### config.mk
export PLATFORM = sky130hd
export DESIGN_NAME = rvc_regfile
export DESIGN_NICKNAME = d
export VERILOG_FILES = /design/src/hdl/rvc_pkg.sv /design/src/hdl/rvc_ram.sv /design/src/hdl/rvc_regfile.sv
export SDC_FILE = /design/constraint.sdc
export NUM_CORES = 1
export LEC_CHECK = 0
export BUFFER_PORTS_ARGS = -buffer_cell sky130_fd_sc_hd__buf_2
export CAP_MARGIN = 5
export CORE_MARGIN = 2
export CORE_UTILIZATION = 62
export DETAILED_ROUTE_END_ITERATION = 10
export HOLD_SLACK_MARGIN = 0.08
export PLACE_DENSITY_LB_ADDON = 0.08
export SYNTH_ARGS = -nofsm -noshare
export SYNTH_HDL_FRONTEND = slang
export SYNTH_SLANG_ARGS = --single-unit
### constraint.sdc
create_clock -name aclk -period 4.73 [get_ports aclk]
set_clock_uncertainty 0.1 [all_clocks]
set_input_delay 0.473 -clock aclk [delete_from_list [all_inputs] [get_ports aclk]]
set_output_delay 0.473 -clock aclk [all_outputs]
set_load 0.02 [all_outputs]
### src/hdl/rvc_pkg.sv
`timescale 1ns / 1ps
// ----------------------------------------------------------------------------
// rvc_pkg: shared types and constants for the RV32I subset core
// Memory geometry, request struct, opcode, status and halt codes.
// ----------------------------------------------------------------------------
package rvc_pkg;

    // byte memory, split into four byte lanes
    localparam int unsigned MEM_BYTES = 1048576;
    localparam int unsigned MEM_AW    = $clog2(MEM_BYTES);
    localparam int unsigned LANES     = 4;
    localparam int unsigned ROWS      = MEM_BYTES / LANES;
    localparam int unsigned ROW_AW    = MEM_AW - 2;
    localparam int unsigned LOAD_AW   = 20;

    typedef logic [31:0] word_t;

    // one memory access: be marks the bytes of the word to write (byte 0 at addr)
    typedef struct packed {
        logic [3:0]        be;
        logic [MEM_AW-1:0] addr;
        word_t             wdata;
    } mem_req_t;

    // result status
    localparam logic [2:0] STAT_EXEC    = 3'd0;
    localparam logic [2:0] STAT_GOOD    = 3'd1;
    localparam logic [2:0] STAT_BAD     = 3'd2;
    localparam logic [2:0] STAT_UNKNOWN = 3'd3;
    localparam logic [2:0] STAT_WRITTEN = 3'd4;

    // halt state
    localparam logic [1:0] HALT_RUN     = 2'd0;
    localparam logic [1:0] HALT_GOOD    = 2'd1;
    localparam logic [1:0] HALT_BAD     = 2'd2;
    localparam logic [1:0] HALT_UNKNOWN = 2'd3;

    // opcodes
    localparam logic [6:0] OPC_OPIMM = 7'b0010011;
    localparam logic [6:0] OPC_JALR  = 7'b1100111;
    localparam logic [6:0] OPC_OP    = 7'b0110011;
    localparam logic [6:0] OPC_LUI   = 7'b0110111;
    localparam logic [6:0] OPC_LOAD  = 7'b0000011;
    localparam logic [6:0] OPC_STORE = 7'b0100011;
    localparam word_t      INST_EBREAK = 32'h0010_0073;

    // funct3 values
    localparam logic [2:0] F3_ZERO = 3'd0;
    localparam logic [2:0] F3_WORD = 3'd2;
    localparam logic [2:0] F3_BU   = 3'd4;

    // register numbers
    localparam logic [4:0] REG_ZERO = 5'd0;
    localparam logic [4:0] REG_A0   = 5'd10;

    // byte enables
    localparam logic [3:0] BE_NONE = 4'b0000;
    localparam logic [3:0] BE_BYTE = 4'b0001;
    localparam logic [3:0] BE_WORD = 4'b1111;

endpackage

### src/hdl/rvc_ram.sv
`timescale 1ns / 1ps
// ----------------------------------------------------------------------------
// rvc_ram: generic single-port-write, single-port-read synchronous RAM
// Read data registered; no reset.
// ----------------------------------------------------------------------------
module rvc_ram #(
    parameter int unsigned WIDTH = 8,
    parameter int unsigned DEPTH = 4096,
    localparam int unsigned AW   = $clog2(DEPTH)
) (
    input  logic             aclk,
    input  logic             we,
    input  logic [AW-1:0]    waddr,
    input  logic [WIDTH-1:0] wdata,
    input  logic [AW-1:0]    raddr,
    output logic [WIDTH-1:0] rdata
);

    logic [WIDTH-1:0] mem [DEPTH];

    always_ff @(posedge aclk) begin
        if (we) begin
            mem[waddr] <= wdata;
        end
    end

    always_ff @(posedge aclk) begin
        rdata <= mem[raddr];
    end

endmodule

### src/hdl/rvc_regfile.sv
`timescale 1ns / 1ps
// ----------------------------------------------------------------------------
// rvc_regfile: 32 x 32 register file
// Two RAM copies for two read ports, valid bits for the zero reset, a0 copy.
// ----------------------------------------------------------------------------
module rvc_regfile (
    input  logic           aclk,
    input  logic           aresetn,
    input  logic [4:0]     rs1,
    input  logic [4:0]     rs2,
    output rvc_pkg::word_t q1,
    output rvc_pkg::word_t q2,
    input  logic           we,
    input  logic [4:0]     waddr,
    input  rvc_pkg::word_t wdata,
    output rvc_pkg::word_t a0_next
);

    logic           wr_en;
    logic [31:0]    valid_reg;
    logic [31:0]    valid_next;
    logic           v1_reg;
    logic           v2_reg;
    rvc_pkg::word_t a0_reg;
    rvc_pkg::word_t ram_q1;
    rvc_pkg::word_t ram_q2;

    // x0 is never written and so always reads as an invalid (zero) entry
    assign wr_en = we && (waddr != rvc_pkg::REG_ZERO);

    rvc_ram #(.WIDTH(32), .DEPTH(32)) u_copy1 (
        .aclk (aclk), .we (wr_en), .waddr (waddr), .wdata (wdata),
        .raddr (rs1), .rdata (ram_q1)
    );

    rvc_ram #(.WIDTH(32), .DEPTH(32)) u_copy2 (
        .aclk (aclk), .we (wr_en), .waddr (waddr), .wdata (wdata),
        .raddr (rs2), .rdata (ram_q2)
    );

    always_comb begin
        valid_next = valid_reg;
        if (wr_en) begin
            valid_next[waddr] = 1'b1;
        end
    end

    assign a0_next = (wr_en && (waddr == rvc_pkg::REG_A0)) ? wdata : a0_reg;

    always_ff @(posedge aclk) begin
        if (!aresetn) begin
            valid_reg <= '0;
            v1_reg    <= 1'b0;
            v2_reg    <= 1'b0;
            a0_reg    <= '0;
        end else begin
            valid_reg <= valid_next;
            v1_reg    <= valid_reg[rs1];
            v2_reg    <= valid_reg[rs2];
            a0_reg    <= a0_next;
        end
    end

    assign q1 = v1_reg ? ram_q1 : '0;
    assign q2 = v2_reg ? ram_q2 : '0;

`ifndef ASSERT_OFF
    a_x0_never_valid: assert property (@(posedge aclk) disable iff (!aresetn)
        !valid_reg[0])
        else $error("x0 marked as written");
`endif

endmodule

# ---- Word-level counts from Yosys, hierarchy flattened
# Memories as Yosys holds them, arrays and structs flattened. A register that Yosys moved wholly into a read port is not among the register bits.
# Index checks and enable logic that the tools add are counted.
dict set report totals {
  ramBits 2048
  elab_cells 27
  register_bits 66
  memories 2
  inputBits 50
}
# name words width read_ports rd_clocked_by_memory_dff wr line_no
set mem_list {}
lappend mem_list {u_copy1.mem 32 32 1 1 1 rvc_ram.sv:19} ;# logic [WIDTH-1:0] mem [DEPTH];
lappend mem_list {u_copy2.mem 32 32 1 1 1 rvc_ram.sv:19}
dict set report op_classes {
  n_lt_le_gt_ge 4
  n_bitwise 1
  eq_ne 1
  n_mux 11
  reduce_logical 4
}
# cell count
set op_table {}
lappend op_table {{$mux W32} 3}
lappend op_table {{$or A32 B32 Y32} 1}
lappend op_table {{$lt A5 B6 Y1 const B} 3}
lappend op_table {{$bmux W1 S5} 2}
lappend op_table {{$demux W1 S5} 1}
lappend op_table {{$eq A5 B4 Y1 const B} 1}
lappend op_table {{$ge A5 B1 Y1 const B} 1}
lappend op_table {{$mux W1} 5}
lappend op_table {{$reduce_bool A5 Y1} 1}
lappend op_table {{$logic_and A1 B1 Y1} 3}

# ---- Depth between registers and ports, before layout
# Gate-level depths: netlist (run 1).
dict set report depth {
  ltp_word 5
  ltp_mapped 7
  ltp_nobuf 4
}

# ---- By module
# Synthesis (run 1) repeated with hierarchy kept, for this count alone.
dict set report unflattened {
  cells_unflattened 4864
  area_unflattened_um2 84529.8
}
# mod cells_per_inst area_each_um2 instances
set by_module_without_submodules {}
lappend by_module_without_submodules {rvc_ram 2260 40485.1 2}
lappend by_module_without_submodules {rvc_regfile 344 3559.7 1}

# ---- Least setup slack after synthesis (run 1)
# No wires, ideal clock.
dict set report synth_path {
  kind {input to register}
  startpoint {input we}
  endpoint {memory u_copy2.mem[29][0] (enable)}
  cell_stages 2
  path_buffers 0
  arrival_time_ps 3121
  path_slack_ps 1039
  cell_sequence {nand4_1 > nor3b_1}
}
dict set report synth_between {
  elab_chain_cells 3
}
# element line_no
set synth_lines {}
lappend synth_lines {{start, declared} rvc_regfile.sv:13} ;# input logic we,
lappend synth_lines {{$logic_and A1 B1 Y1} rvc_regfile.sv:29} ;# assign wr_en = we && (waddr != rvc_pkg::REG_ZERO);
lappend synth_lines {{$mux W1} rvc_ram.sv:22} ;# if (we) begin
lappend synth_lines {{$mux W1 (implied by the code)} rvc_ram.sv:23} ;# mem[waddr] <= wdata;
lappend synth_lines {{end, declared} rvc_ram.sv:19}
# No other way between the ends.

# ---- Final worst setup path (run 1)
dict set report layout_path {
  startpoint {input waddr[0]}
  endpoint {output a0_next[10]}
}
dict set report layout_between {
  elab_chain_cells 4
}
# element line_no
set layout_lines {}
lappend layout_lines {{start, declared} rvc_regfile.sv:14} ;# input logic [4:0] waddr,
lappend layout_lines {{$reduce_bool A5 Y1} rvc_regfile.sv:29}
lappend layout_lines {{$logic_and A1 B1 Y1} rvc_regfile.sv:29}
lappend layout_lines {{$logic_and A1 B1 Y1 *} rvc_regfile.sv:48} ;# assign a0_next = (wr_en && (waddr == rvc_pkg::REG_A0)) ? wdata : a0_reg;
lappend layout_lines {{$mux W32 *} rvc_regfile.sv:48}
lappend layout_lines {{end, declared} rvc_regfile.sv:16} ;# output rvc_pkg::word_t a0_next
# Mark *: on every way between the ends. The rest lies on a longest branch, timed or not.

==> flow_metrics.tcl, run 1 <==
set metrics [dict create \
    status "finished, final reports clean" \
    postSynthAreaPerCell_um2 22.39 \
    nets 2536 \
    holdPathStages 2 \
    tritoncts "yes" \
    final_cell_area_mm2 0.05776 \
    root_buffer "clkbuf_16" \
    crit_type "in -> out" \
    startpoint "waddr[0]" \
    routed_via_density 7.327 \
    layout-drive-gt1-share_pct 46.32 \
    synthDistinctLibCells 31 \
    final_common_cell "edfxtp_1" \
    yosysWarnings 0 \
    period_minus_slack_ns 3.546 \
    slowest_delay_ns 0.71 \
    ctsResizeCount 0 \
    dpl_cell_area_mm2 0.05382 \
    ant_nets 0 \
    layout_common_cells "edfxtp_1, mux4_2, buf_2" \
    drv_slew 0 \
    ctsHoldBuffers 0 \
    cts.sinks 1154 \
    ioPinCount 146 \
    antenna_found_initial 3 \
    start_util_pct 62.55 \
    largest_register_ffs 992 \
    setup_tns_ns 0 \
    grt_max_degree 78 \
    crit_fanout 19 \
    cp_slowest_cell "or2_2" \
    crit_path_start_kind "primary input" \
    clockBufferDepth 3 \
    synth_area_leaders "edfxtp_1, mux4_2, dfxtp_1, mux2_2, and2_1" \
    drv_cap 0 \
    regMostFlops "u_copy2.mem" \
    first_iter_violations 3527 \
    max_freq_mhz 282.0 \
    ys_seq_area_share_pct 65.04 \
    yosysTopAreaCellShare_pct 59.97 \
    io_buffers 145 \
    grt_pass1_vias 27410 \
    fp.dieArea_mm2 0.08502 \
    leakagePower_uw 0.01873 \
    totalWireLength_um 134900 \
    core-area_mm2 0.08198 \
    worst_hold_slack_ns 0.1734 \
    required_ns 4.16 \
    cts-htree-levels 3 \
    min_from "aresetn" \
    r2r_setup_slack_ns 2.77 \
    dp_slack_ns 1.199 \
    fin_util_pct 70.45 \
    grt_pass1_wl_um 193300 \
    die_x_um 291.6 \
    setup_slack_ns 1.184 \
    wl_per_cell_um 36.90 \
    synth_top_area_cell "edfxtp_1" \
    drcViolationCount 0 \
    worstPathArrival_ns 2.97 \
    ys_seq_elements 1154 \
    globalRouteOverflowTotal 0 \
    cpMostUsedCell "buf_2" \
    clock_latency_ns 0.67 \
    globalplace.congestion 0.7838 \
    finalSetupViolCount 0 \
    num_vias 26790 \
    slew_headroom_pct 12.13 \
    grt.total_usage_pct 32.50 \
    hold_viol 0 \
    rows 105 \
    cp_cell_sequence "buf_2 > nand3b_1 > or2_2 > buf_4 > mux2_2 > buf_2" \
    worstHoldPathType "in -> reg" \
    hold-path-endpoint "a0_reg[12]" \
    die_y_um 291.6 \
    place_hpwl_um 71890 \
    ir_drop_v 0.0003942 \
    syn_inst 2290 \
    r2r-end "u_copy2.rdata[9]" \
    clk_pin_slew_ns 0.06 \
    r2r_start "u_copy2.mem[7][9]" \
    area_delta_synth_final_pct 12.64 \
    p_per_area_mw_per_mm2 389.9 \
    netlist_area_mm2 0.05128 \
    timing.final.crit_share_pct 74.97 \
    grt_setup_unrepaired "no" \
    worst_pin_slew_ns 1.315 \
    post_cts_buffers 0 \
    dr.pass1.iters 5 \
    reg2reg_depth 3 \
    end_kind "output pin" \
    cts_buffers 114 \
]
-- how the worst max path moves through the flow --
| stage | cells after the start | endpoint | slack (ns) |
|---|---|---|---|
| 2_1_floorplan | 2 | u_copy2.mem[29][0] | 1.04 |
| 3_3_place_gp | 6 | a0_next[11] | 1.27 |
| 3_5_place_dp | 6 | a0_next[5] | 1.20 |
| 4_1_cts | 6 | a0_next[5] | 1.20 |
| 5_1_grt | 6 | a0_next[6] | 1.10 |
| 6_report | 6 | a0_next[10] | 1.18 |
-- kinds of logic (layout without fill, tap and decap cells) --
logic type             Yosys count  after routing  synth area share, %
AND/OR/NAND/NOR                160            160                1.774
flip-flops                    1154           1154                65.04
multiplexers                   760            760                30.99
other                            1             34             0.007313
AO/OA/AOI/OAI                   39             39               0.5856
buffers and inverters          176            439                1.601
-- report_power, final --
part           internal (uW)  leakage, uW  switching, uW  total (uW)
Sequential             11300       0.0103           95.8       11400
Clock                   5580      0.00193           3840        9420
Combinational            818      0.00649            880        1700
-- layout make-up --
cell class                      instances  area [um^2]
Clock buffer                          145         3163
Clock inverter                         69        764.5
Timing Repair Buffer                  222         1682
Fill cell                            4895        24220
Antenna cell                            2        5.005
Inverter                                3        11.26
Tap cell                             1070         1339
Sequential cell                      1154        33350
Multi-Input combinational cell        991        17440
-- cell usage after synthesis --
library cell and n:
a2111oi_0 2, and2_1 97, and3_1 2, buf_1 34
buf_2 47, buf_4 15, buf_6 6, clkbuf_1 71
clkinv_1 2, conb_1 1, dfxtp_1 130, edfxtp_1 1024
inv_1 1, mux2_2 100, mux2i_1 8, mux4_2 652
nand2_1 6, nand3_1 1, nand3b_1 5, nand4_1 1
nor2_1 36, nor2b_1 2, nor3_1 1, nor3b_1 6
o2111a_1 2, o21a_1 31, o21ai_0 2, o41ai_1 2
or2_2 1, or3_1 1, or3b_1 1
-- per-layer routing --
| metal | track usage [%] | part of all wire (%) | vias up |
|---|---|---|---|
| met5 | 0 | 0 | - |
| met2 | 50.29 | 48 | 1645 |
| met4 | 10.06 | 2.8 | 0 |
| li1 | - | - | 10400 |
| met3 | 9.240 | 12 | 238 |
| met1 | 45.98 | 37 | 14500 |
-- critical path, delay by kind of cell --
kind | cells | cell delay (ns)
buffers and inverters | 3 | 0.81
AND/OR/NAND/NOR | 2 | 1.25
multiplexers | 1 | 0.40
-- metrics by stage --
stage          std cells  power, uW
3_5_place_dp        3440      13310
3_3_place_gp        3440      13270
6_report            3656      22520
5_1_grt             3655      23110
2_1_floorplan       2321      12720
4_1_cts             3654      22610
Note: power is estimated with default switching activity, not from simulation.
==> inputs of run 2 (changes only) <==
CORE_UTILIZATION = 56   (was 62)
clock period = 3.1 ns   (was 4.73 ns; I/O delays follow)
==> flow_metrics.tcl, run 2 (same netlist as run 1, synthesis figures left out) <==
set metrics [dict create \
    clockBufferDepth 3 \
    timing.final.crit_share_pct 87.63 \
    largest_register_ffs 992 \
    clock_latency_ns 0.71 \
    num_vias 26840 \
    swShare_pct 21.64 \
    cts.sinks 1154 \
    final_common_cell "edfxtp_1" \
    regMostFlops "u_copy2.mem" \
    rows 110 \
    globalplace.congestion 0.7828 \
    area_delta_synth_final_pct 14.93 \
    globalRouteOverflowTotal 0 \
    crit_fanout 15 \
    routed_via_density 6.996 \
    nets 2607 \
    ioPinCount 146 \
    die_y_um 306.6 \
    grt.total_usage_pct 29.95 \
    hold_viol 0 \
    required_ns 2.69 \
    dp.cells 3577 \
    status "finished, final reports clean" \
    worst_pin_slew_ns 0.9250 \
    finalSetupViolCount 0 \
    drcViolationCount 0 \
    drv_slew 0 \
    total_power_uw 34530 \
    final_cell_area_mm2 0.05893 \
    reg2reg_depth 5 \
    p_seq_share_pct 50.4 \
    fin_util_pct 65.17 \
    dpl_cell_area_mm2 0.05463 \
    hold-path-endpoint "u_copy2.rdata[8]" \
    start_util_pct 56.71 \
    place_hpwl_um 71870 \
    ant_nets 0 \
    tritoncts "yes" \
    grt_setup_unrepaired "no" \
    post_cts_buffers 0 \
    dr.pass1.iters 5 \
    end_kind "output pin" \
    layout-drive-gt1-share_pct 45.79 \
    min_from "rs2[4]" \
    io_buffers 145 \
    r2r_setup_slack_ns 0.93 \
    grt_pass1_vias 27950 \
    grt_max_degree 68 \
    cts_buffers 119 \
    period_minus_slack_ns 2.717 \
    core-area_mm2 0.09042 \
    holdPathStages 3 \
    drv_cap 0 \
    p_per_area_mw_per_mm2 586.0 \
    worstHoldPathType "in -> reg" \
    crit_path_start_kind "flip-flop" \
    wl_per_cell_um 35.74 \
    fin_cells 3837 \
    totalWireLength_um 137100 \
    ir_drop_v 0.0004741 \
    cts-htree-levels 3 \
    first_iter_violations 3703 \
    fp.dieArea_mm2 0.09400 \
    intPower_uw 27060 \
    layout_common_cells "edfxtp_1, mux4_2, buf_2" \
    slew_headroom_pct 38.33 \
    fill_cells 5849 \
    r2r-end "v2_reg" \
    max_freq_mhz 368.1 \
    die_x_um 306.6 \
    leakagePower_uw 0.01915 \
    switchingPower_uw 7473 \
    grt_pass1_wl_um 198300 \
    pwr-share-comb_pct 7.8 \
    r2r_start "valid_reg[31]" \
    crit_type "reg -> out" \
    root_buffer "clkbuf_16" \
    clockPowerShare_pct 41.8 \
    antenna_found_initial 2 \
    clk_pin_slew_ns 0.06 \
    worstPathArrival_ns 2.31 \
]
## run 2: how the worst max path moves through the flow
stage	slack [ns]	start	depth (start not counted)	to
global route	0.37	v1_reg	3	q1[22]
CTS	0.34	v1_reg	3	q1[22]
floorplan	-0.43	we	2	u_copy2.mem[29][0]
global placement	0.35	rs1[0]	5	u_copy1.rdata[15]
detailed placement	0.36	rs2[0]	5	u_copy2.rdata[0]
finish	0.38	v1_reg	3	q1[22]
## run 2: worst max-delay path, stage by stage, from the launching register on
cell and delay [ns]:
dfxtp_2 0.91, buf_4 0.36, and2_1 0.15, buf_2 0.16
## run 2: what timing repair did
item | in CTS | in global routing
gates resized for setup | 0 | 0
hold endpoints to repair | 1029 | 0
hold buffers | 35 | 0
## run 2: power by group through the flow
stage | sequential (uW) | clock [uW] | combinational [uW]
after detailed placement | 17700 | 0 | 2670
after floorplan | 17600 | 0 | 1760
after global routing | 17400 | 15300 | 2840
after global placement | 17700 | 0 | 2630
after CTS | 17400 | 14600 | 2710
final | 17400 | 14400 | 2690
## run 2: area by class of cell
cell class	instances	area [um^2]	share of cell area, %
diodes	1	2.502	0.004246
clock buffers	170	3342	5.671
clock inverters	54	603.1	1.023
inverters	3	11.26	0.01911
multi-input cells	991	17440	29.59
flip-flops and latches	1154	33350	56.60
well taps	1176	1471	2.497
repair buffers	288	2708	4.595
## run 2: per-layer routing
metal	global-route usage, %	part of all wire [%]	wire (um)
met1	43.32	39	53890
met3	5.190	9.0	12380
met5	0	0	0
met4	8.162	2.8	3802
met2	48.10	49	67070
## run 2: stage by stage
stage	setup TNS [ns]	hold slack, ns	setup WS [ns]
finish	0	0.1497	0.3834
global route	0	0.1322	0.3663
CTS	0	0.09779	0.3371
detailed placement	0	0.3707	0.3556
global placement	0	0.3570	0.3475
floorplan	-33.82	0.3089	-0.4283
==> inputs of run 3 (changes only) <==
CORE_UTILIZATION = 55   (was 56)
==> flow_metrics.tcl, run 3 (same netlist as run 1, synthesis figures left out) <==
set metrics [dict create \
    status "finished, final reports clean" \
    leakagePower_uw 0.01920 \
    area_delta_synth_final_pct 14.92 \
    tritoncts "yes" \
    die_y_um 309.3 \
    p_per_area_mw_per_mm2 582.0 \
    routed_via_density 6.900 \
    hold_viol 0 \
    end_kind "output pin" \
    r2r_start "u_copy2.mem[31][8]" \
    layout-drive-gt1-share_pct 46.38 \
    nets 2624 \
    layout_common_cells "edfxtp_1, mux4_2, buf_2" \
    largest_register_ffs 992 \
    dp.cells 3665 \
    ant_nets 0 \
    grt_pass1_wl_um 199400 \
    max_freq_mhz 369.0 \
    ctsHoldBuffers 34 \
    period_minus_slack_ns 2.710 \
    totalWireLength_um 141100 \
    grt.total_usage_pct 30.21 \
    total_power_uw 34300 \
    slew_headroom_pct 35.59 \
    cts.sinks 1154 \
    worstPathArrival_ns 2.30 \
    drcViolationCount 0 \
    slowest_delay_ns 0.91 \
    worstHoldPathType "in -> reg" \
    die_x_um 309.3 \
    critical-path-top-delay-family "flip-flops" \
    place_hpwl_um 77230 \
    drv_cap 0 \
    antenna_found_initial 4 \
    ioPinCount 146 \
    regMostFlops "u_copy2.mem" \
    first_iter_violations 3804 \
    dr.pass1.iters 6 \
    rows 111 \
    crit_type "reg -> out" \
    reg2reg_depth 3 \
    hold-path-endpoint "valid_reg[24]" \
    globalRouteOverflowTotal 0 \
    clockBufferDepth 3 \
    cts_buffers 116 \
    finalSetupViolCount 0 \
    start_util_pct 55.69 \
    post_cts_buffers 0 \
    cp_slowest_cell "dfxtp_2" \
    clock_latency_ns 0.70 \
    required_ns 2.69 \
    cts-htree-levels 3 \
    clk_pin_slew_ns 0.06 \
    root_buffer "clkbuf_16" \
    num_vias 27040 \
    min_from "aresetn" \
    wl_per_cell_um 36.01 \
    worst_pin_slew_ns 0.9661 \
    r2r-end "u_copy1.rdata[8]" \
    crit_fanout 14 \
    holdPathStages 2 \
    crit_path_start_kind "flip-flop" \
    globalplace.congestion 0.7678 \
    drv_slew 0 \
    grt_max_degree 76 \
    grt_setup_unrepaired "no" \
    cp_num_buf_inv 2 \
    grt_pass1_vias 27770 \
    timing.final.crit_share_pct 87.43 \
    io_buffers 145 \
    cp_cell_sequence "buf_4 > and2_1 > buf_2" \
    core-area_mm2 0.09208 \
    r2r_setup_slack_ns 1.16 \
    fill_cells 6122 \
    fp.dieArea_mm2 0.09569 \
    ir_drop_v 0.0005105 \
    ctsResizeCount 0 \
    final_common_cell "edfxtp_1" \
    fin_cells 3919 \
    diodes 0 \
]
-- run 3: cell types whose count changed in the layout (fill, tap and decap cells not counted), moves of 2 or more --
cell | previous run | this run
inv_6 | 3 | 5
buf_12 | 61 | 48
clkbuf_16 | 121 | 118
clkbuf_1 | 36 | 33
buf_4 | 49 | 83
clkinv_1 | 11 | 8
clkbuf_8 | 13 | 19
bufinv_16 | 12 | 10
-- run 3: routing by layer --
metal / vias up / part of all wire [%] / global-route usage, %
met3: 272 / 10 / 6.920
met2: 1589 / 47 / 46.13
li1: 10580 / - / -
met1: 14600 / 39 / 44.18
met5: - / 0.013 / 0
met4: 4 / 3.1 / 9.460
-- run 3: cell type report --
cell class	count	area (um^2)	area share [%]
well taps	1243	1555	2.639
clock buffers	171	3346	5.678
repair buffers	308	2693	4.569
multi-input cells	991	17440	29.59
clock inverters	49	529.3	0.8982
flip-flops and latches	1154	33350	56.60
inverters	3	11.26	0.01911
-- run 3: worst max-delay path by stage --
stage | end | slack (ns) | cells after the start | startpoint
final | q2[13] | 0.39 | 3 | v2_reg
after global routing | q1[13] | 0.32 | 3 | v1_reg
after CTS | q1[13] | 0.32 | 3 | v1_reg
after detailed placement | u_copy2.rdata[14] | 0.44 | 5 | rs2[0]
after global placement | u_copy2.rdata[0] | 0.43 | 5 | rs2[0]
after floorplan | u_copy2.mem[29][0] | -0.43 | 2 | we
-- run 3: per-stage QoR --
| stage | TNS (ns) | instance area, um^2 | hold WS [ns] | utilization [%] | setup slack [ns] |
|---|---|---|---|---|---|
| 3_5_place_dp | 0 | 54710 | 0.3696 | 59.42 | 0.4377 |
| 6_report | 0 | 58930 | 0.1455 | 64.00 | 0.3897 |
| 5_1_grt | 0 | 58930 | 0.1737 | 64.00 | 0.3156 |
| 2_1_floorplan | -33.82 | 51390 | 0.3089 | - | -0.4283 |
| 3_3_place_gp | 0 | 54710 | 0.3573 | 59.42 | 0.4302 |
| 4_1_cts | 0 | 58930 | 0.1087 | 64.00 | 0.3246 |
-- run 3: power by group --
group | internal (uW) | leakage [uW] | total [uW] | switching (uW)
Clock | 8290 | 0.00190 | 14200 | 5890
Sequential | 17200 | 0.0103 | 17400 | 162
Combinational | 1330 | 0.00698 | 2700 | 1370
